$ cat config.mk
export PLATFORM = sky130hd
export DESIGN_NAME = rotation_column_estimator
export DESIGN_NICKNAME = d
export VERILOG_FILES = /design/src/hdl/rce_pkg.sv /design/src/hdl/rotation_column_estimator.sv /design/src/hdl/rce_div.sv
export SDC_FILE = /design/constraint.sdc
export NUM_CORES = 2
export LEC_CHECK = 0
export BUFFER_PORTS_ARGS = -buffer_cell sky130_fd_sc_hd__clkbuf_2
export CORE_ASPECT_RATIO = 0.8
export CORE_UTILIZATION = 35
export CTS_BUF_LIST = sky130_fd_sc_hd__clkbuf_16
export CTS_CLUSTER_SIZE = 20
export DETAILED_ROUTE_END_ITERATION = 16
export PLACE_DENSITY_LB_ADDON = 0.25
export SLEW_MARGIN = 20
export SYNTH_ARGS = -nofsm -noshare
export SYNTH_HDL_FRONTEND = slang
export SYNTH_SLANG_ARGS = --single-unit
$ cat constraint.sdc
create_clock -name clk_i -period 8.4 [get_ports clk_i]
set_clock_uncertainty 0.15 [all_clocks]
set_input_delay 0.84 -clock clk_i [delete_from_list [all_inputs] [get_ports clk_i]]
set_output_delay 0.84 -clock clk_i [all_outputs]
set_load 0.01 [all_outputs]
$ cat src/hdl/rce_pkg.sv
package rce_pkg;

  // Widths fixed by the item fields.
  localparam int unsigned TIME_W = 32;
  localparam int unsigned COL_W  = 7;

  // Defaults for the top-level parameters.
  localparam int unsigned RING_DEPTH_DEF = 32;
  localparam int unsigned COLUMNS_DEF    = 128;

  // Reset value of the stop threshold register, in microseconds.
  localparam logic [TIME_W-1:0] THRESHOLD_RESET = 32'd100000;

  typedef struct packed {
    logic [TIME_W-1:0] now_us;
    logic              hall_edge;
  } in_item_t;

  typedef struct packed {
    logic [COL_W-1:0]  column;
    logic [TIME_W-1:0] mean_period_us;
    logic              rotating;
  } out_item_t;

  // Handshake between the sequencer and the serial divider.
  typedef struct packed {
    logic busy;
    logic done;
  } div_status_t;

endpackage

$ cat src/hdl/rotation_column_estimator.sv
// Rotation column estimator: a period-averaging tachometer that tells a
// persistence-of-vision display which column to show.
// Input channel (in_valid_i / in_stall_o / in_item_i): each item carries a
// free-running microsecond timestamp and a flag for a sensor falling edge.
// Output channel (out_valid_o / out_stall_i / out_item_o): one result item per
// input item, with the display column, the mean period and a rotating flag.
// The stop threshold is written through cfg_we_i / cfg_wdata_i; the user must
// write it only while idle, as the block itself does not enforce this.
// Items are processed one at a time by a bit-serial divider that yields one
// quotient bit per cycle over W = 32 + max(clog2(RING_DEPTH), clog2(COLUMNS))
// bits (W = 39 at the defaults). An item without a period update runs only
// the column division, which is skipped with a zero mean; an edge that stores
// a period first runs the divider for the mean, then the column division.
// The result sits in an output register, so the next item is taken while an
// earlier result is still stalled; only the finished item after that waits.
// Reset clears the period ring (through a wrap flag, not a sweep), the sum,
// the edge history and the output valid, and loads the default threshold.
module rotation_column_estimator #(
  parameter int unsigned RING_DEPTH = rce_pkg::RING_DEPTH_DEF,
  parameter int unsigned COLUMNS    = rce_pkg::COLUMNS_DEF
) (
  input  logic                       clk_i,
  input  logic                       rst_ni,
  input  logic                       in_valid_i,
  output logic                       in_stall_o,
  input  rce_pkg::in_item_t          in_item_i,
  output logic                       out_valid_o,
  input  logic                       out_stall_i,
  output rce_pkg::out_item_t         out_item_o,
  input  logic                       cfg_we_i,
  input  logic [rce_pkg::TIME_W-1:0] cfg_wdata_i
);

  localparam int unsigned TIME_W = rce_pkg::TIME_W;
  localparam int unsigned COL_W  = rce_pkg::COL_W;
  localparam int unsigned SLOT_W = $clog2(RING_DEPTH);
  localparam int unsigned SUM_W  = TIME_W + $clog2(RING_DEPTH);
  localparam int unsigned PROD_W = TIME_W + $clog2(COLUMNS);
  localparam int unsigned DVD_W  = (SUM_W > PROD_W) ? SUM_W : PROD_W;
  localparam int unsigned RES_W  = $clog2(COLUMNS);

  // The sequencer walks through these steps for every item.
  typedef enum logic [5:0] {
    S_IDLE  = 6'b000001,
    S_READ  = 6'b000010,
    S_MEAN  = 6'b000100,
    S_CHECK = 6'b001000,
    S_COL   = 6'b010000,
    S_FIN   = 6'b100000
  } state_e;

  state_e state_q, state_d;

  // Long-lived tachometer state.
  logic [TIME_W-1:0] last_edge_q, last_edge_d;
  logic              edge_seen_q, edge_seen_d;
  logic [SUM_W-1:0]  sum_q, sum_d;
  logic [SLOT_W-1:0] slot_q, slot_d;
  logic              wrapped_q, wrapped_d;
  logic [TIME_W-1:0] mean_q, mean_d;
  logic [TIME_W-1:0] thresh_q, thresh_d;

  // Per-item working registers.
  logic [TIME_W-1:0] period_q, period_d;
  logic [PROD_W-1:0] prod_q, prod_d;
  logic [RES_W-1:0]  col_q, col_d;

  // Output register.
  logic               out_valid_q, out_valid_d;
  rce_pkg::out_item_t out_item_q, out_item_d;

  // Period ring. A slot is read back only just before it is overwritten, and
  // slots are filled in order, so a slot holds a real period exactly when the
  // write pointer has wrapped at least once; before that it reads as zero.
  logic [TIME_W-1:0] ring_mem [RING_DEPTH];
  logic [TIME_W-1:0] ring_rd_q;
  logic              ring_we;

  logic                 accept;
  logic                 out_free;
  logic [TIME_W-1:0]    elapsed;
  logic [TIME_W-1:0]    old_period;

  logic                 div_start;
  logic [DVD_W-1:0]     div_dividend;
  logic [TIME_W-1:0]    div_divisor;
  rce_pkg::div_status_t div_status;
  logic [DVD_W-1:0]     div_quot;
  logic [RES_W-1:0]     div_resid;

  assign accept   = in_valid_i && (state_q == S_IDLE);
  assign out_free = !out_valid_q || !out_stall_i;

  // An edge in this item restarts the elapsed time at zero.
  assign elapsed    = in_item_i.hall_edge ? '0 : in_item_i.now_us - last_edge_q;
  assign old_period = wrapped_q ? ring_rd_q : '0;

  always_comb begin
    state_d      = state_q;
    last_edge_d  = last_edge_q;
    edge_seen_d  = edge_seen_q;
    sum_d        = sum_q;
    slot_d       = slot_q;
    wrapped_d    = wrapped_q;
    mean_d       = mean_q;
    period_d     = period_q;
    prod_d       = prod_q;
    col_d        = col_q;
    out_valid_d  = out_valid_q;
    out_item_d   = out_item_q;
    ring_we      = 1'b0;
    div_start    = 1'b0;
    div_dividend = DVD_W'(prod_q);
    div_divisor  = mean_q;
    thresh_d     = cfg_we_i ? cfg_wdata_i : thresh_q;

    if (out_valid_q && !out_stall_i) begin
      out_valid_d = 1'b0;
    end

    unique case (state_q)
      S_IDLE: begin
        if (accept) begin
          period_d = in_item_i.now_us - last_edge_q;
          prod_d   = PROD_W'(elapsed) * PROD_W'(COLUMNS);
          if (in_item_i.hall_edge) begin
            last_edge_d = in_item_i.now_us;
            edge_seen_d = 1'b1;
          end
          // Only an edge after an earlier edge stores a new period.
          if (in_item_i.hall_edge && edge_seen_q) begin
            state_d = S_READ;
          end else begin
            state_d = S_CHECK;
          end
        end
      end
      S_READ: begin
        // The slot's old period is now in ring_rd_q.
        sum_d        = sum_q - SUM_W'(old_period) + SUM_W'(period_q);
        ring_we      = 1'b1;
        if (slot_q == SLOT_W'(RING_DEPTH - 1)) begin
          slot_d    = '0;
          wrapped_d = 1'b1;
        end else begin
          slot_d = slot_q + 1'b1;
        end
        div_start    = 1'b1;
        div_dividend = DVD_W'(sum_d);
        div_divisor  = TIME_W'(RING_DEPTH);
        state_d      = S_MEAN;
      end
      S_MEAN: begin
        if (div_status.done) begin
          mean_d  = div_quot[TIME_W-1:0];
          state_d = S_CHECK;
        end
      end
      S_CHECK: begin
        // A zero mean means no usable period yet: column zero, no division.
        if (mean_q == '0) begin
          col_d   = '0;
          state_d = S_FIN;
        end else begin
          div_start = 1'b1;
          state_d   = S_COL;
        end
      end
      S_COL: begin
        if (div_status.done) begin
          col_d   = div_resid;
          state_d = S_FIN;
        end
      end
      S_FIN: begin
        if (out_free) begin
          out_valid_d               = 1'b1;
          out_item_d.column         = COL_W'(col_q);
          out_item_d.mean_period_us = mean_q;
          out_item_d.rotating       = edge_seen_q && (mean_q < thresh_q);
          state_d                   = S_IDLE;
        end
      end
      default: begin
        state_d = S_IDLE;
      end
    endcase
  end

  always_ff @(posedge clk_i or negedge rst_ni) begin
    if (!rst_ni) begin
      state_q     <= S_IDLE;
      last_edge_q <= '0;
      edge_seen_q <= 1'b0;
      sum_q       <= '0;
      slot_q      <= '0;
      wrapped_q   <= 1'b0;
      mean_q      <= '0;
      thresh_q    <= rce_pkg::THRESHOLD_RESET;
      out_valid_q <= 1'b0;
    end else begin
      state_q     <= state_d;
      last_edge_q <= last_edge_d;
      edge_seen_q <= edge_seen_d;
      sum_q       <= sum_d;
      slot_q      <= slot_d;
      wrapped_q   <= wrapped_d;
      mean_q      <= mean_d;
      thresh_q    <= thresh_d;
      out_valid_q <= out_valid_d;
    end
  end

  always_ff @(posedge clk_i) begin
    period_q   <= period_d;
    prod_q     <= prod_d;
    col_q      <= col_d;
    out_item_q <= out_item_d;
  end

  always_ff @(posedge clk_i) begin
    if (ring_we) begin
      ring_mem[slot_q] <= period_q;
    end
    ring_rd_q <= ring_mem[slot_q];
  end

  rce_div #(
    .DVD_W   (DVD_W),
    .COLUMNS (COLUMNS)
  ) u_rce_div (
    .clk_i      (clk_i),
    .rst_ni     (rst_ni),
    .start_i    (div_start),
    .dividend_i (div_dividend),
    .divisor_i  (div_divisor),
    .status_o   (div_status),
    .quot_o     (div_quot),
    .resid_o    (div_resid)
  );

  assign in_stall_o  = (state_q != S_IDLE);
  assign out_valid_o = out_valid_q;
  assign out_item_o  = out_item_q;

endmodule

$ cat src/hdl/rce_div.sv
// Bit-serial restoring divider. One quotient bit is produced per cycle,
// most significant first. Alongside the quotient it keeps the quotient
// modulo COLUMNS, folded in one bit at a time.
module rce_div #(
  parameter int unsigned DVD_W   = 40,
  parameter int unsigned COLUMNS = rce_pkg::COLUMNS_DEF
) (
  input  logic                         clk_i,
  input  logic                         rst_ni,
  input  logic                         start_i,
  input  logic [DVD_W-1:0]             dividend_i,
  input  logic [rce_pkg::TIME_W-1:0]   divisor_i,
  output rce_pkg::div_status_t         status_o,
  output logic [DVD_W-1:0]             quot_o,
  output logic [$clog2(COLUMNS)-1:0]   resid_o
);

  localparam int unsigned TIME_W = rce_pkg::TIME_W;
  localparam int unsigned CNT_W  = $clog2(DVD_W + 1);
  localparam int unsigned RES_W  = $clog2(COLUMNS);
  localparam logic [RES_W:0] COLS = (RES_W + 1)'(COLUMNS);

  logic [DVD_W-1:0]  dvd_q, dvd_d;
  logic [DVD_W-1:0]  quo_q, quo_d;
  logic [TIME_W-1:0] rem_q, rem_d;
  logic [TIME_W-1:0] dvs_q, dvs_d;
  logic [RES_W-1:0]  res_q, res_d;
  logic [CNT_W-1:0]  cnt_q, cnt_d;
  logic              busy_q, busy_d;
  logic              done_q, done_d;

  logic [TIME_W:0]   shifted;
  logic [TIME_W:0]   diff;
  logic              ge;
  logic [RES_W:0]    res_t;
  logic [RES_W:0]    res_sub;

  always_comb begin
    shifted = {rem_q, dvd_q[DVD_W-1]};
    diff    = shifted - {1'b0, dvs_q};
    ge      = shifted >= {1'b0, dvs_q};
    res_t   = {res_q, ge};
    res_sub = (res_t >= COLS) ? res_t - COLS : res_t;
  end

  always_comb begin
    dvd_d  = dvd_q;
    quo_d  = quo_q;
    rem_d  = rem_q;
    dvs_d  = dvs_q;
    res_d  = res_q;
    cnt_d  = cnt_q;
    busy_d = busy_q;
    done_d = 1'b0;
    if (start_i) begin
      dvd_d  = dividend_i;
      quo_d  = '0;
      rem_d  = '0;
      dvs_d  = divisor_i;
      res_d  = '0;
      cnt_d  = CNT_W'(DVD_W);
      busy_d = 1'b1;
    end else if (busy_q) begin
      dvd_d = dvd_q << 1;
      quo_d = {quo_q[DVD_W-2:0], ge};
      rem_d = ge ? diff[TIME_W-1:0] : shifted[TIME_W-1:0];
      res_d = res_sub[RES_W-1:0];
      cnt_d = cnt_q - 1'b1;
      if (cnt_q == CNT_W'(1)) begin
        busy_d = 1'b0;
        done_d = 1'b1;
      end
    end
  end

  always_ff @(posedge clk_i or negedge rst_ni) begin
    if (!rst_ni) begin
      busy_q <= 1'b0;
      done_q <= 1'b0;
      cnt_q  <= '0;
    end else begin
      busy_q <= busy_d;
      done_q <= done_d;
      cnt_q  <= cnt_d;
    end
  end

  always_ff @(posedge clk_i) begin
    dvd_q <= dvd_d;
    quo_q <= quo_d;
    rem_q <= rem_d;
    dvs_q <= dvs_d;
    res_q <= res_d;
  end

  assign status_o.busy = busy_q;
  assign status_o.done = done_q;
  assign quot_o        = quo_q;
  assign resid_o       = res_q;

endmodule

**After elaboration in Yosys (flattened, before gate mapping)**

Memory sizes are Yosys's and may differ from the RTL's. A register that Yosys moved wholly into a read port is not among the register bits.
Index checks and enable logic that the tools add are counted.

- Flip-flop bits (word level): 408
- RAM bits: 1024
- Output and inout port bits: 42
- Logic and storage cells: 98
- Memories kept: 1

Memories:

| memory | depth | width | read ports | clocked after Yosys merged registers in | wr ports | line | RTL |
|---|---|---|---|---|---|---|---|
| ring_mem | 32 | 32 | 1 | 1 | 1 | rotation_column_estimator.sv:75 | `logic [TIME_W-1:0] ring_mem [RING_DEPTH];` |

- $add $sub $neg: 7
- Magnitude comparators: 3
- Equality and inequality tests: 14
- Muxes and demuxes: 33
- Reduce and logical (&&, ||, !) cells: 17

Operators with widths:

| kind | count |
|---|---|
| 39-bit 2-to-1 mux | 3 |
| 32-bit 2-to-1 mux | 2 |
| 32-bit subtractor | 2 |
| 6-bit 2-to-1 mux | 7 |
| 37-bit by 32-bit adder with 37-bit output | 1 |
| 37-bit by 32-bit subtractor with 37-bit output | 1 |
| 6-bit case mux with 6 select lines | 1 |
| 33-bit by 32-bit greater-or-equal comparator with 1-bit output | 1 |
| 32-bit zero test | 1 |
| 32-bit less-than comparator | 1 |
| 7-bit 2-to-1 mux | 3 |
| 7-bit case mux with 2 select lines | 1 |
| 1-bit 2-to-1 mux | 13 |
| 6-bit by 1-bit == test with 1-bit output (second input constant) | 2 |
| 8-bit greater-or-equal comparator (second input constant) | 1 |
| 2-bit AND reduction | 4 |
| 7-bit by 1-bit subtractor with 7-bit output (second input constant) | 1 |
| 6-bit by 2-bit == test with 1-bit output (second input constant) | 1 |
| 6-bit by 3-bit == test with 1-bit output (second input constant) | 1 |
| 6-bit by 4-bit == test with 1-bit output (second input constant) | 1 |
| 6-bit by 5-bit == test with 1-bit output (second input constant) | 1 |
| 6-bit == test (second input constant) | 1 |
| 2-bit != test (second input constant) | 3 |
| 6-bit by 1-bit != test with 1-bit output (second input constant) | 1 |
| other kinds (13) | 20 |

**Longest topological paths before layout**

- Depth in word-level cells: 5
- Depth in mapped cells: 16

**Cells and area by module**

A second synthesis with hierarchy kept.

- Cell total of the unflattened synthesis: 3889
- Area, all modules: 62152.1 sq um

By module, submodules not included:

| module | instances | cells each | area each (sq um) | seq. area each (sq um) |
|---|---|---|---|---|
| rotation_column_estimator | 1 | 3133 | 54438.5 | 38410.6 |
| rce_div | 1 | 756 | 7713.6 | 3753.6 |

**Worst setup path after synthesis**

OpenSTA, ideal clock, no wires.

- Kind: register to register
- From: reg state_q[2]
- To: reg last_edge_q[10]
- Arrival: 5.238 ns
- Required time: 8.125 ns
- Slack: 2.887 ns
- Stages on the path, launching flop included: 7
- Path buffers: 1
- Period minus slack after synthesis: 5.513 ns
- Cells stage by stage: dfrtp_1 -> nor4_1 -> nand3b_1 -> nor2_1 -> nand2_1 -> clkbuf_1 -> mux2_2

- Word-level cells in the longest chain between the ends: 3

Ends and longest elaborated chain:

| what | line | RTL |
|---|---|---|
| start, declared | rotation_column_estimator.sv:52 | `state_e state_q, state_d;` |
| start signal, assigned | rotation_column_estimator.sv:202 | `state_q <= state_d;` |
| 6-bit by 1-bit == test with 1-bit output (*) | rotation_column_estimator.sv:91, rotation_column_estimator.sv:121 |  |
| 1-bit logical AND | rotation_column_estimator.sv:91 | `assign accept = in_valid_i && (state_q == S_IDLE);` |
| 3-bit AND reduction (no line) (*) | n/a |  |
| end signal, assigned | rotation_column_estimator.sv:203 | `last_edge_q <= last_edge_d;` |
| end, declared | rotation_column_estimator.sv:55 | `logic [TIME_W-1:0] last_edge_q, last_edge_d;` |

Every way passes the cells marked *; elsewhere a longest branch is shown, timed or not.
A chain may end at the register's enable or synchronous reset.

**Final worst setup path**

- From: reg period_q[1]
- To: reg u_rce_div.dvd_q[27] (data pin)

- Word-level cells in the longest chain between the ends: 3

Ends and longest elaborated chain:

| what | line | RTL |
|---|---|---|
| start, declared | rotation_column_estimator.sv:64 | `logic [TIME_W-1:0] period_q, period_d;` |
| start signal, assigned | rotation_column_estimator.sv:215 | `period_q <= period_d;` |
| 37-bit by 32-bit adder with 37-bit output | rotation_column_estimator.sv:140 | `sum_d = sum_q - SUM_W'(old_period) + SUM_W'(period_q);` |
| 39-bit 2-to-1 mux | rotation_column_estimator.sv:121 | `unique case (state_q)` |
| 39-bit 2-to-1 mux | rce_div.sv:55 | `if (start_i) begin` |
| via u_rce_div.dvd_d[27] | rce_div.sv:23 | `logic [DVD_W-1:0] dvd_q, dvd_d;` |
| end signal, assigned | rce_div.sv:89 | `dvd_q <= dvd_d;` |
| end, declared | rce_div.sv:23 |  |

The timed path passes the listed nets, and every way through them passes these cells.

==> summary.txt <==
Outcome -> completed
DR pass1 iterations -> 7
# IOs -> 112
Async set-or-reset flop fraction in the synthesized netlist -> 10.6%
Die height -> 377 um
Initial core utilization -> 35.3%
Initial drt markers -> 3618
CP Data Required Time -> 8.76 ns
Slack of the critical path -> 3.00 ns
Crit path time final -> 5.40 ns
Largest net degree at the start of global routing -> 104
Dpl ws -> 3.01 ns
Hold Violations, Final -> 0
Worst-path maximum fanout -> 33
CTS Buf Count -> 145
Port Buffers -> 111
CTS Hold Bufs -> 1
P per Cell Area -> 354 mW/mm^2
Global route overflow -> 0
Area of the multi-input gates -> 0.0182 mm^2
Setup bufs post-CTS -> 0
#FFs+latches synth -> 1457
Final setup viols -> 0
Worst-path cell chain -> inv_1 > fa_1 > inv_1 > ha_1 > a21o_1 > a21o_1 > a2111oi_4 > nor4_1 > o311ai_0 > nand3_1 > a311oi_1 > or2_2 > xor2_1 > a21oi_1
Top-area cell type share of the netlist area -> 58.8%
Area leader, netlist -> edfxtp_1
CP startpoint -> period_q[1]
Max clock buf depth -> 3
Detailed-route via count -> 34351
Initial antenna violation count -> 4
Max Cap Viol -> 0
Synthesized area per cell -> 16.1 um^2
Design area -> 0.0700 mm^2
Count leader, synth -> edfxtp_1
Crit path largest cell delay -> 0.98 ns
Clock sinks -> 1457
Gpl congestion -> 0.864
Vias in the first global route -> 33723
Clk_lat worst skew -> 0.79 ns
Total GRT Usage -> 18.8%
Slowest library cell on the worst path -> edfxtp_1
Mapped cell area -> 0.0616 mm^2
Clock transition at path regs -> 0.06 ns
Post-synthesis adder-cell area fraction -> 3.91%
YS warnings -> 0
Top post-synthesis cells by area -> edfxtp_1 (59%), mux4_2 (9.4%), dfrtp_1 (6.0%)
Wire length of the first global-routing pass -> 242 mm
Worst EP arrival -> 5.75 ns
Primary FF master, synth -> edfxtp_1
Die Area -> 0.178 mm^2
Syn Nets -> 4065
Register area share after synthesis -> 68.3%
Slew Viols, Final -> 0
Filler cells -> 15837
Hold depth -> 2
WL final -> 168 mm
Share of cells above drive strength 1 -> 19.7%
Final antenna-violating net count -> 0
Post-Synth XOR/XNOR Area -> 1.27%
Worst vdd rail ir drop -> 238 uV
Setup CP Type -> reg -> reg
CTS tree -> yes
FP Rows -> 137
Die X -> 471 um
Period utilisation layout -> 64.2%
CORE AREA -> 0.175 mm^2
Worst-Margin Slew -> 1.21 ns
Worst r2r src -> period_q[1]
Hold_sp -> in_valid_i
Simple-gate portion of the synthesized area -> 5.16%
Synth top cells by count -> edfxtp_1 (1206), inv_1 (259), mux4_2 (256)
Achievable Freq -> 185 MHz
Pleak -> 25.3 nW
Detailed placer's ending HPWL -> 101 mm
Library cells used by synthesis -> 75
Slew margin rel. -> 18.8%
H-tree Lvls -> 4
RSZ-0062 raised after global routing -> no
R2R depth -> 14
DRC Markers -> 0
Combinational family with the most area after synthesis -> multiplexers
Placed cell areas -> 0.0653 mm^2
Mux share of post-synthesis cell area -> 11.9%
WL per Instance -> 26.2 um
Layout Nets -> 4230
Register Area -> 0.0420 mm^2
Post-Syn Instances -> 3823
Number of flops mapped to enable cells by yosys -> 1206
Root Buffer -> clkbuf_16
Post-synthesis compound-gate area fraction -> 6.84%
DR vias/cell -> 5.37
Hold WC Path Type -> in -> reg
Critical path launch point type -> flip-flop
Post-CTS sizing -> 0
CP endpoint kind -> flip-flop
Setup TNS Final -> 0 ns
Area Overhead vs Synth -> 13.8%
## state kept, by name, indices dropped and copies added, names as in the netlist, 5 cells and up
signal / flops
ring_mem: 1024
last_edge_q: 32
slot_q: 5
u_rce_div.cnt_q: 6
sum_q: 37
u_rce_div.resid_o: 6
u_rce_div.dvs_q: 32
period_q: 32
u_rce_div.quot_o: 26
ring_rd_q: 32
u_rce_div.rem_q: 32
prod_q: 32
thresh_q: 32
u_rce_div.dvd_q: 39
mean_q: 32
col_q: 7
state_q: 6
out_item_o: 40
## path summary, 6_finish.rpt
path / end / slack [ns]
worst max-delay path: u_rce_div.dvd_q[27] / 3.00
worst min-delay path: state_q[0] / 0.10
worst max register to register: u_rce_div.dvd_q[27] / 3.00
worst min register to register: out_item_o[35] / 0.28
max in group asynchronous: last_edge_q[12] / 6.42
min in group asynchronous: thresh_q[2] / 0.39
## worst max-delay path, delay by kind of cell (launching register included)
family | cells | cell delay (ns)
compound gates | 6 | 1.99
buf+inv | 2 | 0.24
flops | 1 | 0.98
simple gates | 3 | 0.70
xor+xnor | 1 | 0.22
fa+ha+maj | 2 | 0.82
## per-layer routing
metal	share of wire (%)	GRT usage, %	vias up
met5	0.044	0.244	-
met4	2.1	4.99	4
met3	7.0	4.35	192
met2	44	27.4	1084
met1	47	27.9	18009
li1	-	-	15062
## cell usage in the layout (no fill, tap or decap), drive strengths merged, types with 12 or more instances in the layout
| cell type | count |
|---|---|
| nand2 | 163 |
| nor2 | 140 |
| nor3 | 25 |
| a21o | 94 |
| and2 | 79 |
| nand3 | 25 |
| fa | 34 |
| nand2b | 24 |
| o21bai | 12 |
| nor2b | 45 |
| a211oi | 30 |
| buf | 81 |
| a21oi | 120 |
| o211ai | 13 |
| clkbuf | 258 |
| inv | 312 |
| mux2 | 71 |
| clkinv | 50 |
| mux2i | 75 |
| xnor2 | 51 |
| edfxtp | 1206 |
| dfxtp | 96 |
| nand4 | 53 |
| o21a | 17 |
| mux4 | 256 |
| dfrtp | 148 |
| nor4 | 17 |
| xor2 | 38 |
| bufinv | 13 |
| o21ai | 163 |
| a22oi | 129 |
| ha | 138 |
## final cells by class
type                            count  share of cell area [%]
Clock buffer                      148                    5.29
Tap cell                         2293                    4.10
Multi-Input combinational cell   1933                    26.0
Inverter                          259                    1.39
Timing Repair Buffer              192                    1.83
Antenna cell                        1                 0.00357
Clock inverter                    119                    1.38
Sequential cell                  1457                    60.0
## per-stage QoR
stage                     utilization, %  total power [mW]  cells  hold WS, ns
final                               40.1              24.8   6402        0.102
after global routing                40.1              26.1   6401       0.0689
after CTS                           40.1              24.9   6394       0.0374
after detailed placement            37.4              18.4   6126        0.260
after global placement              37.4              18.4   6123        0.259
after floorplan                        -              16.0   3823        0.250
## power breakdown
group	leakage (nW)	switching [mW]	internal [mW]	total, mW
clock network	2.44	2.86	3.62	6.48
registers	13.7	0.919	9.40	10.3
logic	9.23	4.67	3.35	8.02
## cell families after synthesis
group,Yosys count
xor+xnor,89
buf+inv,433
fa+ha+maj,172
mux,402
compound gates,641
simple gates,629
flops,1457
(Power assumes the default switching activity.)
